**config.mk**
```make
export PLATFORM = sky130hd
export DESIGN_NAME = onewire_rom_search_engine_unit_flat
export DESIGN_NICKNAME = d
export VERILOG_FILES = /design/src/rtl/ows_pkg.sv /design/src/rtl/ows_in_if.sv /design/src/rtl/ows_out_if.sv /design/src/rtl/ows_decide.sv /design/src/rtl/onewire_rom_search_engine_unit.sv /design/src/flat_wrapper.sv
export SDC_FILE = /design/constraint.sdc
export NUM_CORES = 1
export LEC_CHECK = 0
export BUFFER_PORTS_ARGS = -buffer_cell sky130_fd_sc_hd__buf_4
export CORE_MARGIN = 5
export CORE_UTILIZATION = 55
export DETAILED_ROUTE_END_ITERATION = 6
export PLACE_DENSITY_LB_ADDON = 0.3
export SLEW_MARGIN = 20
export SYNTH_ARGS = -nofsm -noshare
export SYNTH_HDL_FRONTEND = slang
export SYNTH_SLANG_ARGS = --single-unit
```
**constraint.sdc**
```tcl
create_clock -name clk -period 4.2 [get_ports clk]
set_input_delay 1.05 -clock clk [delete_from_list [all_inputs] [get_ports clk]]
set_output_delay 1.05 -clock clk [all_outputs]
set_load 0.005 [all_outputs]
```
**src/rtl/ows_pkg.sv**
```systemverilog
`default_nettype none

package ows_pkg;

	// widths of the search bookkeeping
	localparam int PosW = 7;
	localparam int RomW = 64;
	localparam int FamW = 4;

	// bit position one past the last rom bit, and the end of the family byte
	localparam logic [PosW-1:0] RomBitsEnd  = 7'd65;
	localparam logic [PosW-1:0] FamilyLimit = 7'd9;

	// item command codes
	localparam logic CmdStart = 1'b0;
	localparam logic CmdPair  = 1'b1;

	// result status codes
	typedef enum logic [2:0] {
		StSend   = 3'd0,
		StWrite  = 3'd1,
		StFound  = 3'd2,
		StZero   = 3'd3,
		StNoMore = 3'd4,
		StNoPres = 3'd5,
		StNoResp = 3'd6,
		StIgnore = 3'd7
	} status_t;

	// one input beat
	typedef struct packed {
		logic cmd;
		logic restart;
		logic presence;
		logic id_bit;
		logic id_cmp;
	} item_t;

	// one result beat
	typedef struct packed {
		status_t         status;
		logic            direction;
		logic [RomW-1:0] rom_id;
		logic [FamW-1:0] family_discrepancy;
		logic            last_device;
	} result_t;

	// search memory carried from item to item
	typedef struct packed {
		logic [RomW-1:0] rom;
		logic [PosW-1:0] last_disc;
		logic [PosW-1:0] zero_pos;
		logic [PosW-1:0] bit_pos;
		logic [FamW-1:0] family_disc;
		logic            last_dev;
		logic            pass_active;
	} srch_state_t;

endpackage

`default_nettype wire

```
**src/rtl/ows_in_if.sv**
```systemverilog
`default_nettype none

interface ows_in_if;
	logic valid;
	logic ready;
	logic cmd;
	logic restart;
	logic presence;
	logic id_bit;
	logic id_cmp;

	modport source (
		output valid, cmd, restart, presence, id_bit, id_cmp,
		input  ready
	);
	modport sink (
		input  valid, cmd, restart, presence, id_bit, id_cmp,
		output ready
	);
endinterface

`default_nettype wire

```
**src/rtl/ows_out_if.sv**
```systemverilog
`default_nettype none

interface ows_out_if;
	logic        valid;
	logic        ready;
	logic [2:0]  status;
	logic        direction;
	logic [63:0] rom_id;
	logic [3:0]  family_discrepancy;
	logic        last_device;

	modport source (
		output valid, status, direction, rom_id, family_discrepancy, last_device,
		input  ready
	);
	modport sink (
		input  valid, status, direction, rom_id, family_discrepancy, last_device,
		output ready
	);
endinterface

`default_nettype wire

```
**src/rtl/ows_decide.sv**
```systemverilog
`default_nettype none

module ows_decide (
	input  ows_pkg::item_t       item,
	input  ows_pkg::srch_state_t st,
	output ows_pkg::srch_state_t nxt,
	output ows_pkg::result_t     res
);

	logic [ows_pkg::PosW-1:0] pos;
	logic [ows_pkg::PosW-1:0] pos_m1;
	logic [ows_pkg::PosW-1:0] pos_nxt;
	logic [5:0]               idx;
	logic [ows_pkg::RomW-1:0] bit_mask;
	logic [ows_pkg::RomW-1:0] rom_new;
	logic [ows_pkg::PosW-1:0] zero_new;
	logic                     tie;
	logic                     dir;

	// bit slot addressed by the current position
	assign pos      = st.bit_pos;
	assign pos_m1   = pos - 7'd1;
	assign idx      = pos_m1[5:0];
	assign bit_mask = {{(ows_pkg::RomW-1){1'b0}}, 1'b1} << idx;
	assign pos_nxt  = pos + 7'd1;

	// direction choice: follow a clean bit, else replay or branch at a discrepancy
	assign tie = (item.id_bit == item.id_cmp);
	always_comb begin
		if (!tie) begin
			dir = item.id_bit;
		end else if (pos < st.last_disc) begin
			dir = st.rom[idx];
		end else begin
			dir = (pos == st.last_disc);
		end
	end

	assign rom_new  = dir ? (st.rom | bit_mask) : (st.rom & ~bit_mask);
	assign zero_new = (tie && !dir) ? pos : st.zero_pos;

	// next search memory and status
	always_comb begin
		nxt           = st;
		res.status    = ows_pkg::StIgnore;
		res.direction = 1'b0;
		if (item.cmd == ows_pkg::CmdStart) begin
			if (item.restart) begin
				nxt.last_disc   = '0;
				nxt.last_dev    = 1'b0;
				nxt.family_disc = '0;
			end
			if (nxt.last_dev) begin
				nxt.last_disc   = '0;
				nxt.family_disc = '0;
				nxt.last_dev    = 1'b0;
				nxt.pass_active = 1'b0;
				res.status      = ows_pkg::StNoMore;
			end else if (!item.presence) begin
				nxt.last_disc   = '0;
				nxt.family_disc = '0;
				nxt.last_dev    = 1'b0;
				nxt.pass_active = 1'b0;
				res.status      = ows_pkg::StNoPres;
			end else begin
				nxt.pass_active = 1'b1;
				nxt.bit_pos     = 7'd1;
				nxt.zero_pos    = '0;
				res.status      = ows_pkg::StSend;
			end
		end else if (!st.pass_active) begin
			res.status = ows_pkg::StIgnore;
		end else if (item.id_bit && item.id_cmp) begin
			nxt.last_disc   = '0;
			nxt.family_disc = '0;
			nxt.last_dev    = 1'b0;
			nxt.pass_active = 1'b0;
			res.status      = ows_pkg::StNoResp;
		end else begin
			res.direction = dir;
			nxt.rom       = rom_new;
			nxt.zero_pos  = zero_new;
			nxt.bit_pos   = pos_nxt;
			if (tie && !dir && (pos < ows_pkg::FamilyLimit)) begin
				nxt.family_disc = pos[ows_pkg::FamW-1:0];
			end
			if (pos_nxt < ows_pkg::RomBitsEnd) begin
				res.status = ows_pkg::StWrite;
			end else begin
				nxt.pass_active = 1'b0;
				nxt.last_disc   = zero_new;
				nxt.last_dev    = (zero_new == '0) ? 1'b1 : st.last_dev;
				if (rom_new == '0) begin
					nxt.last_disc   = '0;
					nxt.family_disc = '0;
					nxt.last_dev    = 1'b0;
					res.status      = ows_pkg::StZero;
				end else begin
					res.status = ows_pkg::StFound;
				end
			end
		end
		res.rom_id             = nxt.rom;
		res.family_discrepancy = nxt.family_disc;
		res.last_device        = nxt.last_dev;
	end

endmodule

`default_nettype wire

```
**src/rtl/onewire_rom_search_engine_unit.sv**
```systemverilog
// throughput: one item per cycle while results are taken; input register, decision logic, result register
// while a result waits to be taken, stage one can still take one more item
// reset (arst_n low) empties both registers and clears the search memory,
// with the bit position set to one
`default_nettype none

module onewire_rom_search_engine_unit (
	input  wire logic  clk,
	input  wire logic  arst_n,
	ows_in_if.sink     item,
	ows_out_if.source  result
);

	ows_pkg::item_t       item_s1;
	logic                 valid_s1;
	ows_pkg::srch_state_t st_q;
	ows_pkg::srch_state_t st_nxt;
	ows_pkg::result_t     res_nxt;
	ows_pkg::result_t     res_q;
	logic                 res_valid_q;
	logic                 adv;

	// stage one moves on when the result register is free or being emptied
	assign adv        = valid_s1 && (!res_valid_q || result.ready);
	assign item.ready = !valid_s1 || adv;

	// input register
	always_ff @(posedge clk or negedge arst_n) begin
		if (!arst_n) begin
			valid_s1 <= 1'b0;
		end else if (item.ready) begin
			valid_s1 <= item.valid;
		end
	end

	always_ff @(posedge clk) begin
		if (item.valid && item.ready) begin
			item_s1 <= '{cmd: item.cmd, restart: item.restart, presence: item.presence,
				id_bit: item.id_bit, id_cmp: item.id_cmp};
		end
	end

	// decision logic
	ows_decide u_decide (
		.item (item_s1),
		.st   (st_q),
		.nxt  (st_nxt),
		.res  (res_nxt)
	);

	// search memory
	always_ff @(posedge clk or negedge arst_n) begin
		if (!arst_n) begin
			st_q <= '{bit_pos: 7'd1, default: '0};
		end else if (adv) begin
			st_q <= st_nxt;
		end
	end

	// result register
	always_ff @(posedge clk or negedge arst_n) begin
		if (!arst_n) begin
			res_valid_q <= 1'b0;
		end else if (adv) begin
			res_valid_q <= 1'b1;
		end else if (result.ready) begin
			res_valid_q <= 1'b0;
		end
	end

	always_ff @(posedge clk) begin
		if (adv) begin
			res_q <= res_nxt;
		end
	end

	assign result.valid              = res_valid_q;
	assign result.status             = res_q.status;
	assign result.direction          = res_q.direction;
	assign result.rom_id             = res_q.rom_id;
	assign result.family_discrepancy = res_q.family_discrepancy;
	assign result.last_device        = res_q.last_device;

	// bit position stays within the rom plus one
	a_pos_range: assert property (@(posedge clk) disable iff (!arst_n)
		(st_q.bit_pos >= 7'd1) && (st_q.bit_pos <= ows_pkg::RomBitsEnd))
		else $error("bit position out of range");

	// a last-device flag is only ever set with no pass running
	a_last_idle: assert property (@(posedge clk) disable iff (!arst_n)
		st_q.last_dev |-> !st_q.pass_active)
		else $error("pass active with last device flagged");

	// family discrepancy never points past the family byte
	a_fam_range: assert property (@(posedge clk) disable iff (!arst_n)
		st_q.family_disc < 4'd9)
		else $error("family discrepancy out of range");

	// a found device never carries an all-zero id
	a_found_nz: assert property (@(posedge clk) disable iff (!arst_n)
		(res_valid_q && (res_q.status == ows_pkg::StFound)) |-> (res_q.rom_id != '0))
		else $error("found status with zero rom id");

	// a held result keeps the item in stage one from moving on
	a_stall_hold: assert property (@(posedge clk) disable iff (!arst_n)
		(valid_s1 && res_valid_q && !result.ready) |=> (valid_s1 && $stable(st_q)))
		else $error("stage one moved while result stalled");

endmodule

`default_nettype wire

```
**src/flat_wrapper.sv**
```systemverilog
// flat-port wrapper written by rule: the top's interface ports become plain ports
module onewire_rom_search_engine_unit_flat 
  (clk, arst_n, item_valid, item_cmd, item_restart, item_presence, item_id_bit, item_id_cmp, item_ready, result_valid, result_status, result_direction, result_rom_id, result_family_discrepancy, result_last_device, result_ready);
  ows_in_if item_i ();
  ows_out_if result_i ();
  input  wire logic clk;
  input  wire logic arst_n;
  input wire logic [$bits(item_i.valid)-1:0] item_valid;
  input wire logic [$bits(item_i.cmd)-1:0] item_cmd;
  input wire logic [$bits(item_i.restart)-1:0] item_restart;
  input wire logic [$bits(item_i.presence)-1:0] item_presence;
  input wire logic [$bits(item_i.id_bit)-1:0] item_id_bit;
  input wire logic [$bits(item_i.id_cmp)-1:0] item_id_cmp;
  output wire logic [$bits(item_i.ready)-1:0] item_ready;
  output wire logic [$bits(result_i.valid)-1:0] result_valid;
  output wire logic [$bits(result_i.status)-1:0] result_status;
  output wire logic [$bits(result_i.direction)-1:0] result_direction;
  output wire logic [$bits(result_i.rom_id)-1:0] result_rom_id;
  output wire logic [$bits(result_i.family_discrepancy)-1:0] result_family_discrepancy;
  output wire logic [$bits(result_i.last_device)-1:0] result_last_device;
  input wire logic [$bits(result_i.ready)-1:0] result_ready;
  assign item_i.valid = item_valid;
  assign item_i.cmd = item_cmd;
  assign item_i.restart = item_restart;
  assign item_i.presence = item_presence;
  assign item_i.id_bit = item_id_bit;
  assign item_i.id_cmp = item_id_cmp;
  assign item_ready = item_i.ready;
  assign result_valid = result_i.valid;
  assign result_status = result_i.status;
  assign result_direction = result_i.direction;
  assign result_rom_id = result_i.rom_id;
  assign result_family_discrepancy = result_i.family_discrepancy;
  assign result_last_device = result_i.last_device;
  assign result_i.ready = result_ready;
  onewire_rom_search_engine_unit u_core (.clk(clk), .arst_n(arst_n), .item(item_i), .result(result_i));
endmodule
```
# --- Word level (Yosys, flattened, before mapping) ---
# Cells that the tools add are included.
word_totals:
  out_inout_bits: 75
  elab_cells: 93
  inputBits: 9
  register_bits: 171
op_classes:
  n_eq_ne: 7
  n_shift: 1
  add_sub_neg: 2
  bitwise_logic: 5
  reduce_logical: 17
  magnitude_cmp: 4
  muxes: 38
op_table:
  columns: ["cell", "count"]
  rows:
  - ["2-to-1 mux 64 bit", 3]
  - ["2-to-1 mux 91 bit", 1]
  - ["bitwise AND 64 bit", 1]
  - ["zero test 64 bit", 1]
  - ["NOT 64 bit", 1]
  - ["OR 64 bit", 1]
  - ["<< shifter 1 x 6 -> 64 bit (first input constant)", 1]
  - ["2-to-1 mux 7 bit", 7]
  - ["2-to-1 mux 14 bit", 3]
  - ["2-to-1 mux 27 bit", 1]
  - ["2-to-1 mux 5 bit", 4]
  - ["2-to-1 mux 3 bit", 6]
  - ["2-to-1 mux 6 bit", 3]
  - ["2-to-1 mux 1 bit", 8]
  - ["adder 7 x 1 -> 7 bit (second input constant)", 1]
  - ["== test 7 bit", 1]
  - ["zero test 7 bit", 1]
  - ["< comparator 6 x 7 -> 1 bit (second input constant)", 1]
  - ["< comparator 7 x 4 -> 1 bit (second input constant)", 1]
  - ["< comparator 7 bit", 1]
  - ["< comparator 7 bit (second input constant)", 1]
  - ["binary-select mux 1 bit (select 6 bit)", 1]
  - ["subtractor 6 x 1 -> 6 bit (second input constant)", 1]
  - ["logical AND 1 bit", 5]
  - ["other kinds (13)", 19]

# --- Depth between registers and ports, before layout ---
depth:
  depth_word: 15
  ltp_mapped: 18
  depth_no_buf: 13

# --- By module ---
# From an unflattened synthesis, not the netlist that was laid out.
unflattened:
  cells_unflattened: 955
  hier_area_um2: 10898.0
by_module_without_submodules:
  columns: ["mod", "instances", "cells_each", "area_per_inst_um2", "seq_area_each_um2"]
  rows:
  - ["onewire_rom_search_engine_unit", 1, 279, 6232.2, 4670.7]
  - ["ows_decide", 1, 676, 4665.7, 0.0]

# --- Worst setup path after synthesis ---
# OpenSTA, ideal clock, no wires.
synth_path:
  path_type: "register -> register"
  from: "register u_core.st_q[6] in the netlist's numbering"
  to: "register u_core.res_q (netlist bit u_core.result.family_discrepancy[2]), data pin"
  slack_ns: 0.082
  t_required_ns: 3.944
  synth_period_minus_slack_ns: 4.118
  path_stages_with_launch: 17
  setup_ns: 0.256
  n_path_buf: 3
  arrival_ns: 3.862
  cell_sequence: "dfstp_2 > buf_6 > buf_6 > inv_2 > ha_1 > buf_2 > mux2_1 > mux4_2 > nand2b_1 > a211oi_1 > nand4_1 > nor2_1 > o22ai_1 > nor4b_2 > a31oi_1 > a21o_1 > a22o_1"
synth_lines:
  columns: ["item", "line_no", "text"]
  rows:
  - ["start: declaration", "onewire_rom_search_engine_unit.sv:16", "ows_pkg::srch_state_t st_q;"]
  - ["start signal: assignment", "onewire_rom_search_engine_unit.sv:56", "st_q <= st_nxt;"]
  - ["end signal: assignment", "onewire_rom_search_engine_unit.sv:73", "res_q <= res_nxt;"]
  - ["end: declaration", "onewire_rom_search_engine_unit.sv:19", "ows_pkg::result_t res_q;"]

==> run summary <==
The count of input and output buffers is 83. The total iterations of the first detailed-routing run was 7; the worst-skew pair later-pin latency was 0.44 ns. Summed over all layers, the routed wires come to 32.4 mm. Hold repair after CTS inserted 0 buffers. The share of synthesized area occupied by flip-flops and latches is 47.2%, and the total length of routed met2 wires is 14.6 mm.

Startpoint of the lowest-slack register-to-register path: u_core.st_q[6]. For the worst-case setup margin in the final layout, the log shows 0.123 ns. TritonCTS built the clock tree.

For the setup TNS after final layout, the log shows 0 ns. The total power per unit cell area is 530 mW/mm². Post-CTS repair changed the size of 0 cells. The final core utilization was 67.1%. In this run, the number of DRC markers left after iteration 0 of detailed routing was 993. The tools report the detailed placement HPWL as 23.5 mm.

The critical path starts at u_core.st_q[6]. The tools report the number of placed instances, taps included as 1369. Kind of critical path: reg -> reg. After technology mapping, the gate count stands at 1030. Clock-pin slew was measured on the worst setup and hold paths at 0.07 ns. The final reports fail on design-rule violations. The run gives 0.0136 ns as the setup skew after layout. The fraction of layout instances using a drive strength above 1 is 27.5%, and the remaining routing DRC violations is 2.

STA classifies the critical path endpoint as a flop. The actual transition at the worst max-transition pin works out to 0.934 ns. The clock period could shrink to 4.08 ns. The tools report the number of antenna violations at the first check in global routing as 0. The run gives 0 as the number of setup buffers added after CTS. Headroom to the max-slew limit came out at 37.7%.

After synthesis, the netlist uses 85 different library cells. Dominant register cell in the synthesized netlist: sky130_fd_sc_hd__dfrtp_1. The H-tree depth is 4. STA classifies the critical path startpoint as a flop. The logs give 1.05 for the global placer's final weighted congestion and 6.35 mW for the total power.

For the top-level I/O count, the log shows 84. The logs give 0 for the yosys synthesis warning count and 1401 for the filler-free cell count of the finished design. The area growth from synthesis to layout is 21.2%.

After layout, the worst path uses 97.1% of the clock period. The first global-routing pass estimated 50.1 mm of wire. Core area: 0.0178 mm². The number of antenna diodes in the final layout is 0. The logs give 0.0579 ns for the post-placement setup slack and 0.500 ns for the worst hold-check slack. The fraction of post-synthesis cell area in the top cell type by area is 23.7%. Die height: 144 µm.

The startpoint identified for the worst hold timing path is u_core.st_q[26]. Across the VDD grid, the largest voltage drop is 0.462 mV. In this run the cell area measured after placement is 0.0113 mm². In the global route stage, overall resource usage came out at 31.7%. The tools report the number of max-slew violations in the final report as 0. The uppermost signal routing layer after detailed routing was met4. Largest area contributor in the netlist: sky130_fd_sc_hd__edfxtp_1. The number of nets still failing antenna checks after routing is 0, and the average wire per standard cell is 23.1 µm. Wire segments on met3 add up to 3.05 mm in the final route. The finished cells cover 0.0120 mm². For this configuration, the core starts out at a cell density of 55.4%. Timing would allow up to 245 MHz.

The required time of the critical path was 4.40 ns; the count of flip-flops with a built-in enable after synthesis was 78. Ranked by instance count, the synthesized netlist is headed by sky130_fd_sc_hd__nand2_1 (255), sky130_fd_sc_hd__dfrtp_1 (92), sky130_fd_sc_hd__edfxtp_1 (78), sky130_fd_sc_hd__nor2_1 (76), sky130_fd_sc_hd__mux2_2 (64). In this run the static leakage power is 5.42 nW.

Setup repair after global routing left no endpoint under its margin. The run finished, with violations left. The post-synthesis net count was 1053; the combined area of all synthesized cells was 0.00989 mm².

For the number of buffers inserted during clock tree synthesis, the log shows 17. The class of the worst hold path is reg -> reg. After global routing the overflow that remains totals 0. Clock tree synthesis selected as its root buffer the cell sky130_fd_sc_hd__clkbuf_16. For the number of clock sinks, the log shows 171.

Of all flip-flops after synthesis, the portion carrying an async set or reset was 54.4%. Dividing the synthesized area by the synthesized cell count gives 9.60 µm². Via density per instance: 6.30. By instance count, the leading cell after synthesis is sky130_fd_sc_hd__nand2_1. The largest fanout on the critical path is 8. Setup violations remaining at the end of the flow were counted as 0.

Measured along the x axis, the die boundary spans 144 µm. For the maximum clock insertion buffer count, the log shows 2. Sorting the synthesized cells by area gives the leading types as sky130_fd_sc_hd__edfxtp_1 (24%), sky130_fd_sc_hd__dfrtp_1 (23%), sky130_fd_sc_hd__nand2_1 (9.7%), sky130_fd_sc_hd__mux2_2 (7.3%), sky130_fd_sc_hd__o21ai_0 (3.2%).

The tools report the max-capacitance violation count as 0. The total number of placement rows was 49; the post-synthesis sequential element count was 171. The logs give 4.27 ns for the data arrival time of the critical path and 1182 for the number of nets at the end of the flow.

The run gives 8825 as the total via count after detailed routing. The number of global-route vias before repair is 8541, and the pin count of the biggest net entering global routing is 100. In the final routing, the length of wire on met1 measures 13.7 mm.

The final number of hold-violating endpoints was 0; the overall die area was 0.0208 mm².
[layout make-up]
cell class,instances,area [µm²]
repair buffers,176,1400
multi-input cells,769,4890
inverters,24,92.6
fillers,1398,5860
clock buffers,18,439
clock inverters,14,200
well taps,229,287
flip-flops and latches,171,4670
[layout by cell type (no fill, tap or decap), types with 4 or more instances in the layout]
cell	instances
sky130_fd_sc_hd__edfxtp_1	78
sky130_fd_sc_hd__a21oi_1	16
sky130_fd_sc_hd__inv_1	22
sky130_fd_sc_hd__o31ai_1	5
sky130_fd_sc_hd__dfrtp_1	92
sky130_fd_sc_hd__and2_1	11
sky130_fd_sc_hd__nor2b_1	6
sky130_fd_sc_hd__mux2_2	64
sky130_fd_sc_hd__a21o_1	11
sky130_fd_sc_hd__o21ai_1	17
sky130_fd_sc_hd__ha_1	12
sky130_fd_sc_hd__a31oi_1	11
sky130_fd_sc_hd__nor4_1	8
sky130_fd_sc_hd__nor2_1	75
sky130_fd_sc_hd__nand4_1	16
sky130_fd_sc_hd__o21ai_0	61
sky130_fd_sc_hd__xnor2_1	4
sky130_fd_sc_hd__inv_8	4
sky130_fd_sc_hd__buf_4	170
sky130_fd_sc_hd__clkbuf_16	17
sky130_fd_sc_hd__mux4_2	13
sky130_fd_sc_hd__mux2_1	4
sky130_fd_sc_hd__nand2_1	254
sky130_fd_sc_hd__buf_12	6
sky130_fd_sc_hd__or2_2	7
sky130_fd_sc_hd__nand3_1	25
sky130_fd_sc_hd__nor3_1	17
sky130_fd_sc_hd__o22ai_1	6
sky130_fd_sc_hd__a22o_1	13
sky130_fd_sc_hd__nand2b_1	6
sky130_fd_sc_hd__mux2i_1	18
[routing by layer]
metal,GRT usage [%],vias up
met5,0,-
met4,10.6,0
met3,8.20,96
met2,47.5,454
met1,45.4,4336
li1,-,3939
[logic make-up after synthesis]
logic type / share of synthesized area [%]
mux: 12.5
buf+inv: 3.94
compound gates: 13.4
fa+ha+maj: 1.77
flops: 47.2
simple gates: 20.3
xor+xnor: 0.785
[where the power goes]
part	internal, mW	switching, mW	leakage, nW
registers	1.94	0.148	2.06
logic	1.03	1.52	3.05
clock network	0.978	0.728	0.304
[worst paths after layout]
path | end | slack (ns) | cells after the start
setup / recovery | u_core.result.family_discrepancy[2] | 0.12 | 14
hold / removal | u_core.st_q[26] | 0.50 | 1
max in group asynchronous | u_core.st_q[64] | 2.69 | 2
hold reg to reg | u_core.st_q[26] | 0.50 | 1
min in group asynchronous | u_core.st_q[23] | 0.75 | 1
setup reg to reg | u_core.result.family_discrepancy[2] | 0.12 | 14
[flip-flops by register name, summed over array words and instances (netlist names)]
register,flops
u_core.st_q,91
u_core.result.rom_id,64
u_core.item_s1,5
u_core.result.family_discrepancy,4
u_core.result.status,3
u_core.result.direction,1
u_core.result.last_device,1
u_core.result.valid,1
u_core.valid_s1,1
[critical path: stages (launching register included)]
cell and delay [ns]:
sky130_fd_sc_hd__dfstp_2 0.57, sky130_fd_sc_hd__inv_2 0.07, sky130_fd_sc_hd__ha_2 0.24, sky130_fd_sc_hd__or2_1 0.25, sky130_fd_sc_hd__a21oi_2 0.33, sky130_fd_sc_hd__o21ai_1 0.25, sky130_fd_sc_hd__buf_4 0.24, sky130_fd_sc_hd__o21ai_0 0.16
sky130_fd_sc_hd__o2111ai_1 0.13, sky130_fd_sc_hd__nor4_1 0.35, sky130_fd_sc_hd__nand4_1 0.22, sky130_fd_sc_hd__nor4b_4 0.40, sky130_fd_sc_hd__a31oi_1 0.17, sky130_fd_sc_hd__a21o_1 0.21, sky130_fd_sc_hd__a22o_1 0.24
No activity file was read; power rests on OpenSTA's default activity.
